===== src/design/tebf_pkg.sv =====
// shared types, format codes and constants for the bfloat16 converter
// no dependencies; used by the converter top level and its checker
`timescale 1ns / 1ps

package tebf_pkg;

   // source format codes held in the format register
   localparam logic [1:0] FMT_BF16 = 2'd0;
   localparam logic [1:0] FMT_F32  = 2'd1;
   localparam logic [1:0] FMT_F16  = 2'd2;

   localparam int unsigned FMT_W = 2;

   // rounding bias before adding the kept lsb
   localparam logic [31:0] ROUND_BIAS = 32'h0000_7FFF;
   // f16 to f32 exponent rebias (127 - 15)
   localparam logic [7:0]  EXP_REBIAS = 8'd112;
   localparam logic [7:0]  F32_EXP_MAX = 8'hFF;
   localparam logic [4:0]  F16_EXP_MAX = 5'h1F;

   typedef struct packed {
      logic [31:0] raw_word;
      logic        last_in;
   } req_type;

   typedef struct packed {
      logic [15:0] bf16_bits;
      logic        last_out;
   } rsp_type;

   // leading zeros of a 10-bit f16 mantissa, 10 when all zero
   function automatic logic [3:0] lzc10(input logic [9:0] man);
      logic [3:0] cnt;
      logic       found;
      cnt   = 4'd10;
      found = 1'b0;
      for (int i = 9; i >= 0; i--) begin
         if (!found && man[i]) begin
            cnt   = 4'(9 - i);
            found = 1'b1;
         end
      end
      return cnt;
   endfunction

endpackage


===== src/design/tensor_element_to_bf16.sv =====
// tensor element to bfloat16 converter, three-stage pipeline
// depends on tebf_pkg for request/response types, format codes and constants
`timescale 1ns / 1ps

// a taken request passes the stage 1, stage 2 and stage 3 registers before strobe goes high
// throughput: 1 request per cycle; each stage holds one request and the receiver cannot stall
// stage 1 counts leading zeros, stage 2 widens f16 to f32, stage 3 does the rounding add
// busy is high only during reset, so a request can start in any other cycle
// synchronous active-high reset clears the stage valid bits and sets the format to bf16
module tensor_element_to_bf16 (
   input  logic                 clock,
   input  logic                 reset,
   // request channel
   input  logic                 start,
   output logic                 busy,
   input  tebf_pkg::req_type    req_data,
   // response channel
   output logic                 strobe,
   output tebf_pkg::rsp_type    rsp_data,
   // format register write
   input  logic                 csr_valid,
   output logic                 csr_ready,
   input  logic [tebf_pkg::FMT_W-1:0] csr_data
);

   // format register
   logic [tebf_pkg::FMT_W-1:0] fmt_ff;

   // stage 1: captured request plus leading zero count
   logic                       s1_valid_ff;
   logic [31:0]                s1_word_ff;
   logic                       s1_last_ff;
   logic [tebf_pkg::FMT_W-1:0] s1_fmt_ff;
   logic [3:0]                 s1_lz_ff;
   logic [3:0]                 s1_lz_in;

   // stage 2: word widened to f32 where the format is f16
   logic                       s2_valid_ff;
   logic [31:0]                s2_word_ff;
   logic                       s2_last_ff;
   logic [tebf_pkg::FMT_W-1:0] s2_fmt_ff;
   logic [31:0]                s2_word_in;

   // stage 3: rounded output
   logic                       strobe_ff;
   tebf_pkg::rsp_type          rsp_ff;
   tebf_pkg::rsp_type          rsp_in;

   // f16 fields seen in stage 2
   logic                       h_sign;
   logic [4:0]                 h_exp;
   logic [9:0]                 h_man;
   logic [9:0]                 h_norm;
   logic [7:0]                 h_sub_exp;

   // rounding add in stage 3
   logic [31:0]                round_sum;

   logic                       accept;

   // no request is taken while reset is held
   assign busy      = reset;
   assign accept    = start && !busy;
   assign csr_ready = 1'b1;

   // format register; the user must write it only while the pipeline is empty, the block does not enforce this
   always_ff @(posedge clock) begin
      if (reset) begin
         fmt_ff <= tebf_pkg::FMT_BF16;
      end else if (csr_valid && csr_ready) begin
         fmt_ff <= csr_data;
      end
   end

   // stage 1: leading zero count of the f16 mantissa, used only for subnormals
   assign s1_lz_in = tebf_pkg::lzc10(req_data.raw_word[9:0]);

   always_ff @(posedge clock) begin
      if (reset) begin
         s1_valid_ff <= 1'b0;
      end else begin
         s1_valid_ff <= accept;
      end
   end

   always_ff @(posedge clock) begin
      if (accept) begin
         s1_word_ff <= req_data.raw_word;
         s1_last_ff <= req_data.last_in;
         s1_fmt_ff  <= fmt_ff;
         s1_lz_ff   <= s1_lz_in;
      end
   end

   // stage 2: exact widening of an f16 value to f32
   assign h_sign    = s1_word_ff[15];
   assign h_exp     = s1_word_ff[14:10];
   assign h_man     = s1_word_ff[9:0];
   // subnormal: shift the leading one out of the field, exponent 1 - shifts rebiased
   assign h_norm    = 10'(h_man << (s1_lz_ff + 4'd1));
   assign h_sub_exp = tebf_pkg::EXP_REBIAS - {4'd0, s1_lz_ff};

   always_comb begin
      if (s1_fmt_ff != tebf_pkg::FMT_F16) begin
         // f32 and bf16 keep the word as taken
         s2_word_in = s1_word_ff;
      end else if (h_exp == 5'd0) begin
         if (h_man == 10'd0) begin
            // signed zero
            s2_word_in = {h_sign, 31'd0};
         end else begin
            s2_word_in = {h_sign, h_sub_exp, h_norm, 13'd0};
         end
      end else if (h_exp == tebf_pkg::F16_EXP_MAX) begin
         // infinity or nan, payload kept on top of the mantissa
         s2_word_in = {h_sign, tebf_pkg::F32_EXP_MAX, h_man, 13'd0};
      end else begin
         s2_word_in = {h_sign, {3'd0, h_exp} + tebf_pkg::EXP_REBIAS, h_man, 13'd0};
      end
   end

   always_ff @(posedge clock) begin
      if (reset) begin
         s2_valid_ff <= 1'b0;
      end else begin
         s2_valid_ff <= s1_valid_ff;
      end
   end

   always_ff @(posedge clock) begin
      if (s1_valid_ff) begin
         s2_word_ff <= s2_word_in;
         s2_last_ff <= s1_last_ff;
         s2_fmt_ff  <= s1_fmt_ff;
      end
   end

   // stage 3: round to nearest even, sum wraps at 32 bits
   assign round_sum = s2_word_ff + tebf_pkg::ROUND_BIAS + {31'd0, s2_word_ff[16]};

   always_comb begin
      rsp_in.last_out = s2_last_ff;
      case (s2_fmt_ff)
         tebf_pkg::FMT_BF16: begin
            rsp_in.bf16_bits = s2_word_ff[15:0];
         end
         tebf_pkg::FMT_F32, tebf_pkg::FMT_F16: begin
            rsp_in.bf16_bits = round_sum[31:16];
         end
         default: begin
            // unused format code gives zero
            rsp_in.bf16_bits = 16'd0;
         end
      endcase
   end

   always_ff @(posedge clock) begin
      if (reset) begin
         strobe_ff <= 1'b0;
      end else begin
         strobe_ff <= s2_valid_ff;
      end
   end

   always_ff @(posedge clock) begin
      if (s2_valid_ff) begin
         rsp_ff <= rsp_in;
      end
   end

   assign strobe   = strobe_ff;
   assign rsp_data = rsp_ff;

endmodule


===== config.mk =====
export PLATFORM = sky130hd
export DESIGN_NAME = tensor_element_to_bf16
export DESIGN_NICKNAME = d
export VERILOG_FILES = /design/src/design/tebf_pkg.sv /design/src/design/tensor_element_to_bf16.sv
export SDC_FILE = /design/constraint.sdc
export NUM_CORES = 1
export LEC_CHECK = 0
export BUFFER_PORTS_ARGS = -buffer_cell sky130_fd_sc_hd__buf_2
export CORE_ASPECT_RATIO = 0.6
export CORE_UTILIZATION = 62
export DETAILED_ROUTE_END_ITERATION = 16
export PLACE_DENSITY = 0.85
export SKIP_LAST_GASP = 1
export SLEW_MARGIN = 20
export SYNTH_ARGS = -nofsm -noshare
export SYNTH_HDL_FRONTEND = slang
export SYNTH_SLANG_ARGS = --single-unit
export TNS_END_PERCENT = 50

===== constraint.sdc =====
create_clock -name clock -period 7.39 [get_ports clock]
set_input_delay 0.3695 -clock clock [delete_from_list [all_inputs] [get_ports clock]]
set_output_delay 0.3695 -clock clock [all_outputs]
set_load 0.02 [all_outputs]

==> key figures, run 1 <==
Run status
  – Status: completed

Timing
  – Max-slew violations: 0
  – Setup violators final: 0
  – Worst Tran Pin Value: 926 ps
  – RSZ-0062 raised after global routing: false
  – Max frequency: 348 MHz
  – Setup Skew: 7.57 ps
  – Min Tclk post-route: 2870 ps
  – Period utilization: 38.9%
  – Hold violation count in the final report: 0
  – Setup total negative slack: 0 ps
  – Max-slew headroom: 37.8%

Die
  – Die Height: 67.4 um
  – Starting Density: 65.3%
  – Row count: 23
  – Die ar.: 7470 um2
  – Die X-Extent: 111 um
  – IO Pins: 59
  – Placeable Area: 6760 um2

Detailed routing
  – Drc violations: 0
  – Final ANT Viol Nets: 0
  – Max layer used: met4
  – Iteration-0 DRC Markers: 298
  – WL met3: 1060 um
  – Metal2 WL: 4230 um
  – Avg Vias per Cell: 6.07
  – Total Wirelength: 9380 um
  – Wirelength per Cell: 19.0 um
  – Via count: 3005
  – DRT Pass-1 Iters: 5
  – Metal-1 WL: 3940 um

Synthesis
  – Synth top area share: 61.9%
  – Synthesized area per cell: 12.7 um2
  – YS warnings: 0
  – Main synth FF type: edfxtp_1
  – Leading area contributor after synthesis: edfxtp_1
  – EDFF count, synth: 91
  – Distinct cells, synth: 52
  – Async set-or-reset flop fraction in the synthesized netlist: 0%
  – Yosys reg bits: 96
  – Sequential cell area fraction in the yosys report: 64.2%
  – Syn_nets: 390
  – Gate Count Post-Synth: 347
  – Top cells by area, synth: edfxtp_1, nand2_1, mux4_2, nor2_1, dfxtp_1
  – Post-Syn Area: 4410 um2

Critical path
  – Worst Path Arrival: 2950 ps
  – R2R setup slack: 4520 ps
  – Worst Reg2Reg Path Length in Cells: 7
  – Reg2Reg Capture Point: s2_word_ff[19]
  – Worst r2r src: s1_lz_ff[0]
  – Crit. End Element: register
  – Crit path launch type: register
  – Crit-path max FO: 18
  – Worst EP required: 7460 ps
  – Kind of critical path: register to register

Clock tree
  – Post-CTS Repair Setup Buffers: 0
  – Cts bufs inserted: 9
  – Clk slew on worst S/H paths: 70 ps
  – Worst-Skew Late Latency: 350 ps
  – CTS tree: built
  – CTS Hold Buffers Added: 0
  – Clk buf depth: 2
  – Clock root cell: clkbuf_16
  – H-tree level count: 3
  – Clock sinks: 96
  – # resized after CTS: 0

Placed design
  – Detailed Place HPWL: 6640 um
  – Routability Congestion: 0.890
  – Port bufs: 57

Power and ir drop
  – Power Total: 0.00124 W
  – Leakage: 1.87 nW
  – Peak supply drop: 0.195 mV
  – Power density cells: 244 nW/um2

Worst hold path
  – Hold Crit Endpoint: s1_word_ff[10]
  – Hold path depth: 1
  – Hold Path Class: input port to register
  – Hold_sp: req_data[11]

Global routing
  – Largest net degree at the start of global routing: 40
  – First-pass GRT wire length: 14500 um
  – Initial antenna violation count: 0
  – GR Overflow Total: 0
  – Total GRT Usage: 26.9%
  – Vias in the first global route: 2787

Final layout
  – NumNets Final: 446
  – Layout cells sized above 1: 22.5%
  – Antenna cell count: 0
  – Layout area overhead: 15.0%

Job
  – Max_cap viols: 0
[cell type report]
class	count	area (um2)
multi-input cells	228	1480
clock buffers	11	243
inverters	7	26.3
well taps	87	109
repair buffers	61	328
flip-flops and latches	96	2830
clock inverters	5	56.3
fillers	438	1690
[per-layer routing]
layer,global-route usage (%),vias to the layer above
li1,-,1394
met1,35.7,1427
met2,41.0,169
met3,9.52,15
met4,11.5,0
met5,0,-
[state kept, by name (all words and copies together), names as in the netlist]
register	flops
s1_fmt_ff	2
s2_fmt_ff	2
strobe	1
s1_lz_ff	4
s2_word_ff	32
s2_last_ff	1
rsp_data	17
s1_valid_ff	1
fmt_ff	2
s2_valid_ff	1
s1_word_ff	32
s1_last_ff	1
[power by group]
group / leakage (nW) / switching, W / internal, W
clock: 0.146 / 0.000191 / 0.000271
sequential: 0.894 / 0.0000280 / 0.000631
combinational: 0.832 / 0.0000643 / 0.0000506
total: 1.87 / 0.000283 / 0.000953
[metrics by stage]
stage / instances / utilization (%) / area, um2 / hold slack, ps / setup slack [ps]
2_1_floorplan: 347 / - / 4410 / 400 / 4820
3_3_place_gp: 478 / 70.3 / 4750 / 403 / 4650
3_5_place_dp: 478 / 70.3 / 4750 / 408 / 4540
4_1_cts: 494 / 74.7 / 5050 / 183 / 4510
5_1_grt: 495 / 75.0 / 5070 / 182 / 4240
6_report: 495 / 75.0 / 5070 / 198 / 4520
[synthesized netlist by cell type (2+ instances only)]
cell type / instances
dfxtp_1: 5
nor2b_1: 7
ha_1: 4
a21o_1: 2
nand3_1: 7
xnor2_1: 9
and2_1: 15
o21a_1: 2
clkbuf_1: 9
nor2_1: 28
o21ai_0: 16
mux2i_1: 5
mux4_2: 6
xor2_1: 9
o211ai_1: 2
buf_2: 2
a21oi_1: 17
nand2b_1: 2
mux2_2: 2
a22oi_1: 5
a31oi_1: 2
buf_6: 2
inv_1: 7
o22ai_1: 4
nor4_1: 6
and3_1: 3
nor3_1: 4
nand2_1: 39
a32oi_1: 3
o21ai_1: 7
buf_4: 2
nand3b_1: 2
nand4_1: 3
edfxtp_1: 91
[logic make-up (layout without fill, tap and decap cells)]
logic type,Yosys count,after routing,share of synthesized area (%)
XOR/XNOR,19,19,3.94
AO/OA/AOI/OAI,66,66,9.02
AND/OR/NAND/NOR,125,125,14.4
multiplexers,13,13,4.71
flip-flops,96,96,64.2
adder cells (fa/ha/maj),4,4,1.13
other,1,1,0.0850
buffers and inverters,23,84,2.52
[critical path, cell delays in order, from the launching register on]
cell and delay [ps]:
edfxtp_1 840, inv_1 110, ha_1 610, mux2_2 400, a21oi_1 190, o21ai_0 110, a32oi_1 240, o21ai_0 100
[worst max-delay path by stage]
stage | start | end | slack [ps]
after floorplan | reset | s1_fmt_ff[0] | 4820
after global placement | s1_lz_ff[0] | s2_word_ff[19] | 4650
after detailed placement | s1_lz_ff[0] | s2_word_ff[19] | 4540
after CTS | s1_lz_ff[0] | s2_word_ff[19] | 4510
after global routing | s1_lz_ff[0] | s2_word_ff[19] | 4240
final | s1_lz_ff[0] | s2_word_ff[19] | 4520
[cell usage in the layout, fill, tap and decap left out, types with 3 or more instances in the layout]
cell type,synthesis,final
a21oi_1,17,17
a22oi_1,5,5
a32oi_1,3,3
and2_1,15,15
and3_1,3,3
buf_2,2,57
buf_4,2,3
clkbuf_16,0,9
dfxtp_1,5,5
edfxtp_1,91,91
ha_1,4,4
inv_1,7,7
mux2i_1,5,5
mux4_2,6,6
nand2_1,39,39
nand3_1,7,7
nand4_1,3,3
nor2_1,28,28
nor2b_1,7,6
nor3_1,4,4
nor4_1,6,6
o21ai_0,16,16
o21ai_1,7,7
o22ai_1,4,4
xnor2_1,9,9
xor2_1,9,9
Note: power is estimated with default switching activity, not from simulation.
==> run 2: changes to the inputs <==
--- a/config.mk
+++ b/config.mk
@@ -7,9 +7,9 @@
 export LEC_CHECK = 0
 export BUFFER_PORTS_ARGS = -buffer_cell sky130_fd_sc_hd__buf_2
 export CORE_ASPECT_RATIO = 0.6
-export CORE_UTILIZATION = 62
+export CORE_UTILIZATION = 57
 export DETAILED_ROUTE_END_ITERATION = 16
-export PLACE_DENSITY = 0.85
+export PLACE_DENSITY = 0.79
 export SKIP_LAST_GASP = 1
 export SLEW_MARGIN = 20
 export SYNTH_ARGS = -nofsm -noshare
==> constraint.sdc (replaced) <==
create_clock -name clock -period 2.9 [get_ports clock]
set_input_delay 0.145 -clock clock [delete_from_list [all_inputs] [get_ports clock]]
set_output_delay 0.145 -clock clock [all_outputs]
set_load 0.02 [all_outputs]
==> key figures, run 2 (synthesis gave the netlist of run 1 again) <==
Run status
  – Status: completed

Critical path
  – Most frequent CP cell: o21ai_0
  – Kind of critical path: register to register
  – R2R setup slack: 560 ps (-3950 ps)
  – Worst Path Arrival: 2410 ps (-540 ps)
  – Max stage delay cell, worst path: ha_1
  – Delay-heaviest family, CP: adder cells
  – Critical path buffers and inverters: 1 (unchanged)
  – Crit-path max FO: 13 (-5)
  – Crit path launch type: register
  – Critical path, cell by cell: inv_1, ha_1, mux2_2, a21oi_1, o21ai_0, a32oi_1, o21ai_0
  – Max incr delay on CP: 600 ps (-240 ps)
  – Worst r2r src: s1_lz_ff[1]
  – Worst EP required: 2970 ps (-4490 ps)
  – Reg2Reg Capture Point: s2_word_ff[19]
  – Worst Reg2Reg Path Length in Cells: 7 (unchanged)
  – Crit. End Element: register

Timing
  – Smallest hold slack: 8.66 ps (-189 ps)
  – Worst setup margin: 563 ps (-3950 ps)
  – Min Tclk post-route: 2340 ps (-537 ps)
  – Setup total negative slack: 0 ps (unchanged)
  – Worst Tran Pin Value: 730 ps (-196 ps)
  – Max frequency: 428 MHz (+23%)
  – Max-slew violations: 0 (unchanged)
  – Setup violators final: 0 (unchanged)
  – Hold violation count in the final report: 0 (unchanged)
  – Max-slew headroom: 51.3% (+13 points)
  – RSZ-0062 raised after global routing: false
  – Period utilization: 80.6% (+42 points)
  – Setup Skew: 7.54 ps (-0.0339 ps)

Clock tree
  – Clock root cell: clkbuf_16
  – Cts bufs inserted: 9 (unchanged)
  – Worst-Skew Late Latency: 350 ps (about the same)
  – Clk slew on worst S/H paths: 70 ps (about the same)
  – # resized after CTS: 0 (unchanged)
  – Clk buf depth: 2 (unchanged)
  – H-tree level count: 3 (unchanged)
  – Clock sinks: 96 (unchanged)
  – CTS tree: built

Placed design
  – Port bufs: 57 (unchanged)
  – Routability Congestion: 0.878 (-1.4%)
  – Detailed Place HPWL: 6750 um (+1.7%)
  – Dpl ws: 600 ps (-3940 ps)

Worst hold path
  – Hold Path Class: input port to register
  – Hold path depth: 1 (unchanged)
  – Hold_sp: req_data[7]
  – Hold Crit Endpoint: s1_word_ff[6]

Power and ir drop
  – Power Total: 0.00311 W (+150%)
  – Power density cells: 579 nW/um2 (+140%)
  – Leakage: 1.99 nW (+6.5%)
  – Peak supply drop: 0.392 mV (+100%)

Global routing
  – GR met1 Demand/Resource: 38.9% (+3.2 points)
  – Total GRT Usage: 27.2% (+0.32 points)
  – Vias in the first global route: 3023 (+8.5%)
  – Met2 Use GR: 39.8% (-1.2 points)
  – First-pass GRT wire length: 15800 um (+9.3%)
  – Met3 usage: 8.16% (-1.4 points)
  – GR Overflow Total: 0 (unchanged)
  – Initial antenna violation count: 0 (unchanged)
  – Largest net degree at the start of global routing: 37 (-7.5%)
  – Most Crowded Layer GR: met2

Die
  – Starting Density: 59.7% (-5.5 points)
  – Die X-Extent: 116 um (+4.2%)
  – Row count: 24 (+4.3%)
  – Die ar.: 8110 um2 (+8.6%)
  – IO Pins: 59 (unchanged)
  – Die Height: 70.2 um (+4.2%)
  – Placeable Area: 7390 um2 (+9.2%)

Detailed routing
  – Drc violations: 0 (unchanged)
  – Total Wirelength: 9790 um (+4.4%)
  – Wirelength per Cell: 18.0 um (-5.0%)
  – Final ANT Viol Nets: 0 (unchanged)
  – DRT Pass-1 Iters: 5 (unchanged)
  – Avg Vias per Cell: 5.71 (-5.9%)
  – Iteration-0 DRC Markers: 298 (unchanged)
  – Via count: 3107 (+3.4%)

Job
  – Max_cap viols: 0 (unchanged)

Final layout
  – Antenna cell count: 0 (unchanged)
  – Fill count: 500 (+14%)
  – Area occupied by registers: 2830 um2 (unchanged)
  – Area of the multi-input gates: 1480 um2 (unchanged)
  – Commonest cells after routing, fill and taps aside: edfxtp_1, buf_2, nand2_1, dlygate4sd3_1, nor2_1
  – NumNets Final: 478 (+7.2%)
  – Layout cells sized above 1: 21.4% (-1.2 points)
  – Commonest non-fill, non-tap cell in the layout: edfxtp_1
  – Layout area overhead: 21.8%
==> run 2: cell count changes in the layout (fill, tap and decap cells not counted) <==
cell	change
buf_12	-1
buf_4	+4
bufinv_16	-1
clkbuf_1	+1
clkbuf_8	+1
dlygate4sd3_1	+29
inv_6	-1
==> run 2: what timing repair did <==
item	in CTS	in global routing
buffers inserted	0	0
endpoints found under the hold margin	29	0
hold buffers	29	0
==> run 2: worst max path at each step <==
stage | start | depth (start not counted) | endpoint | slack [ps]
2_1_floorplan | reset | 1 | s1_fmt_ff[0] | 550
3_3_place_gp | s1_lz_ff[1] | 7 | s2_word_ff[19] | 650
3_5_place_dp | s1_lz_ff[1] | 7 | s2_word_ff[19] | 600
4_1_cts | s1_lz_ff[1] | 7 | s2_word_ff[19] | 570
5_1_grt | s1_lz_ff[1] | 7 | s2_word_ff[19] | 450
6_report | s1_lz_ff[1] | 7 | s2_word_ff[19] | 560
==> run 2: stage by stage <==
stage | cells | area (um2) | utilization, %
floorplan | 347 | 4410 | -
global placement | 499 | 4800 | 65.0
detailed placement | 499 | 4800 | 65.0
CTS | 544 | 5370 | 72.7
global route | 544 | 5370 | 72.7
finish | 544 | 5370 | 72.7
==> run 2: per-layer routing <==
metal,part of all wire (%),vias to the layer above
met5,0,-
met4,1.1,0
met3,8.3,13
met2,46,156
met1,45,1484
li1,-,1454
==> run 2: cell type report <==
| type | instances | share of cell area (%) |
|---|---|---|
| Clock buffer | 13 | 4.84 |
| Clock inverter | 3 | 0.326 |
| Inverter | 7 | 0.489 |
| Multi-Input combinational cell | 228 | 27.5 |
| Sequential cell | 96 | 52.7 |
| Tap cell | 104 | 2.42 |
| Timing Repair Buffer | 93 | 11.7 |
==> run 2: report_power, final <==
group	switching (W)	internal (W)
logic	0.000177	0.000156
registers	0.0000626	0.00161
clock network	0.000481	0.000625
==> run 3: changes to the inputs <==
--- a/config.mk
+++ b/config.mk
@@ -7,9 +7,9 @@
 export LEC_CHECK = 0
 export BUFFER_PORTS_ARGS = -buffer_cell sky130_fd_sc_hd__buf_2
 export CORE_ASPECT_RATIO = 0.6
-export CORE_UTILIZATION = 57
+export CORE_UTILIZATION = 52
 export DETAILED_ROUTE_END_ITERATION = 16
-export PLACE_DENSITY = 0.79
+export PLACE_DENSITY = 0.76
 export SKIP_LAST_GASP = 1
 export SLEW_MARGIN = 20
 export SYNTH_ARGS = -nofsm -noshare
==> constraint.sdc (replaced) <==
create_clock -name clock -period 2.1 [get_ports clock]
set_input_delay 0.105 -clock clock [delete_from_list [all_inputs] [get_ports clock]]
set_output_delay 0.105 -clock clock [all_outputs]
set_load 0.02 [all_outputs]
==> key figures, run 3 (synthesis gave the netlist of run 1 again) <==
Timing
  – Period utilization: 97.2% (+17 points)
  – Hold violation count in the final report: 0 (unchanged)
  – Min Tclk post-route: 2040 ps (-296 ps)
  – Max frequency: 490 MHz (+14%)
  – Worst setup margin: 59.3 ps (-504 ps)
  – Setup Skew: 6.13 ps (-1.41 ps)
  – Max-slew headroom: 48.9% (-2.4 points)
  – Worst Tran Pin Value: 766 ps (+36.6 ps)
  – Setup violators final: 0 (unchanged)
  – Max-slew violations: 0 (unchanged)

Power and ir drop
  – Power density cells: 847 nW/um2 (+46%)
  – Peak supply drop: 0.607 mV (+55%)
  – Leakage: 2.11 nW (+5.9%)

Final layout
  – Cell area after layout: 5610 um2 (+4.4%)
  – Commonest cells after routing, fill and taps aside: edfxtp_1, buf_2, nand2_1, dlygate4sd3_1, nor2_1
  – NumNets Final: 495 (+3.6%)
  – Layout area overhead: 27.1%
  – Commonest non-fill, non-tap cell in the layout: edfxtp_1
  – Layout cells sized above 1: 23.6% (+2.3 points)
  – Antenna cell count: 0 (unchanged)

Clock tree
  – Clock sinks: 96 (unchanged)
  – CTS tree: built
  – Clk slew on worst S/H paths: 70 ps (about the same)
  – Worst-Skew Late Latency: 340 ps (about the same)
  – Cts bufs inserted: 9 (unchanged)
  – Clock root cell: clkbuf_16
  – H-tree level count: 3 (unchanged)
  – Clk buf depth: 2 (unchanged)

Placed design
  – Placed cell areas: 4880 um2 (+1.7%)
  – Port bufs: 57 (unchanged)
  – Routability Congestion: 0.852 (-2.9%)
  – Dpl ws: 57.5 ps (-543 ps)
  – Detailed Place HPWL: 6840 um (+1.3%)

Worst hold path
  – Hold Path Class: input port to register

Critical path
  – CP Launch Point: s2_word_ff[16]
  – Critical path, cell by cell: buf_4, nor4_1, nand4_1, and3b_1, o21ai_0, a21oi_1
  – Worst r2r src: s2_word_ff[16]
  – Worst Reg2Reg Path Length in Cells: 6 (-1)
  – Crit path launch type: register
  – Critical path buffers and inverters: 1 (unchanged)
  – R2R setup slack: 60 ps (-500 ps)
  – Reg2Reg Capture Point: rsp_data[1]
  – Worst Path Arrival: 2120 ps (-290 ps)
  – Worst EP required: 2180 ps (-790 ps)
  – Crit. End Element: register
  – Setup crit end: rsp_data[1]
  – Crit-path max FO: 6 (-7)
  – Kind of critical path: register to register
  – Max stage delay cell, worst path: nor4_1
  – Crit. path cell count: 6 (-1)
  – Max incr delay on CP: 450 ps (-150 ps)
  – Delay-heaviest family, CP: simple AND/OR/NAND/NOR gates

Detailed routing
  – Final ANT Viol Nets: 0 (unchanged)
  – Total Wirelength: 10000 um (+2.4%)
  – Avg Vias per Cell: 5.61 (-1.7%)
  – Via count: 3171 (+2.1%)
  – DRT Pass-1 Iters: 6 (+1)
  – Iteration-0 DRC Markers: 324 (+8.7%)
  – Drc violations: 0 (unchanged)
  – Wirelength per Cell: 17.7 um (-1.4%)

Global routing
  – GR Overflow Total: 0 (unchanged)
  – Initial antenna violation count: 0 (unchanged)
  – Largest net degree at the start of global routing: 40 (+8.1%)
  – Total GRT Usage: 24.9% (-2.3 points)
  – First-pass GRT wire length: 16100 um (+1.8%)
  – Vias in the first global route: 3139 (+3.8%)

Die
  – Die Height: 73.4 um (+4.6%)
  – IO Pins: 59 (unchanged)
  – Row count: 25 (+4.2%)
  – Placeable Area: 8040 um2 (+8.8%)
  – Die ar.: 8870 um2 (+9.4%)
  – Die X-Extent: 121 um (+4.6%)
  – Starting Density: 54.9% (-4.8 points)

Run status
  – Status: completed

Job
  – Max_cap viols: 0 (unchanged)
-- run 3: through the flow --
step / TNS (ps) / utilization (%) / hold WS (ps) / instances / power (W)
after floorplan: -122 / - / 177 / 347 / 0.00261
after global placement: 0 / 60.7 / 282 / 513 / 0.00276
after detailed placement: 0 / 60.7 / 284 / 513 / 0.00278
after CTS: 0 / 69.3 / 29.5 / 562 / 0.00476
after global routing: -20.8 / 69.8 / 43.0 / 565 / 0.00491
final: 0 / 69.8 / 34.9 / 565 / 0.00475
-- run 3: area by class of cell --
class / count / area, um2
Sequential cell: 96 / 2830
Timing Repair Buffer: 110 / 769
Clock buffer: 10 / 229
Fill cell: 555 / 2430
Inverter: 7 / 26.3
Multi-Input combinational cell: 228 / 1480
Clock inverter: 6 / 131
Tap cell: 108 / 135
-- run 3: power breakdown --
| group | switching, W | leakage [nW] | internal, W | total, W |
|---|---|---|---|---|
| Combinational | 0.000258 | 1.05 | 0.000241 | 0.000499 |
| Clock | 0.000668 | 0.170 | 0.00128 | 0.00195 |
| Sequential | 0.0000817 | 0.894 | 0.00222 | 0.00230 |
-- run 3: how the worst min path moves through the flow --
stage / slack [ps] / cells past startpoint / end / from
finish: 30 / 2 / s1_valid_ff / start
global route: 40 / 2 / s1_valid_ff / start
CTS: 30 / 2 / s1_valid_ff / start
detailed placement: 280 / 1 / s1_word_ff[28] / req_data[29]
global placement: 280 / 1 / s1_word_ff[18] / req_data[19]
floorplan: 180 / 1 / s1_valid_ff / reset
-- run 3: metal layers --
| metal | global-route usage [%] | vias to the layer above | routed length [um] | share of wire (%) |
|---|---|---|---|---|
| li1 | - | 1492 | - | - |
| met1 | 33.5 | 1498 | 4410 | 44 |
| met2 | 39.1 | 166 | 4530 | 45 |
| met3 | 8.15 | 15 | 931 | 9.3 |
| met4 | 7.13 | 0 | 148 | 1.5 |
| met5 | 0 | - | 0 | 0 |
-- run 3: what timing repair did --
item / CTS / global route
hold buffers: 33 / 0
setup buffers: 0 / 3
endpoints found under the hold margin: 33 / 0
setup endpoints to repair: 0 / 6
resized for setup: 0 / 3
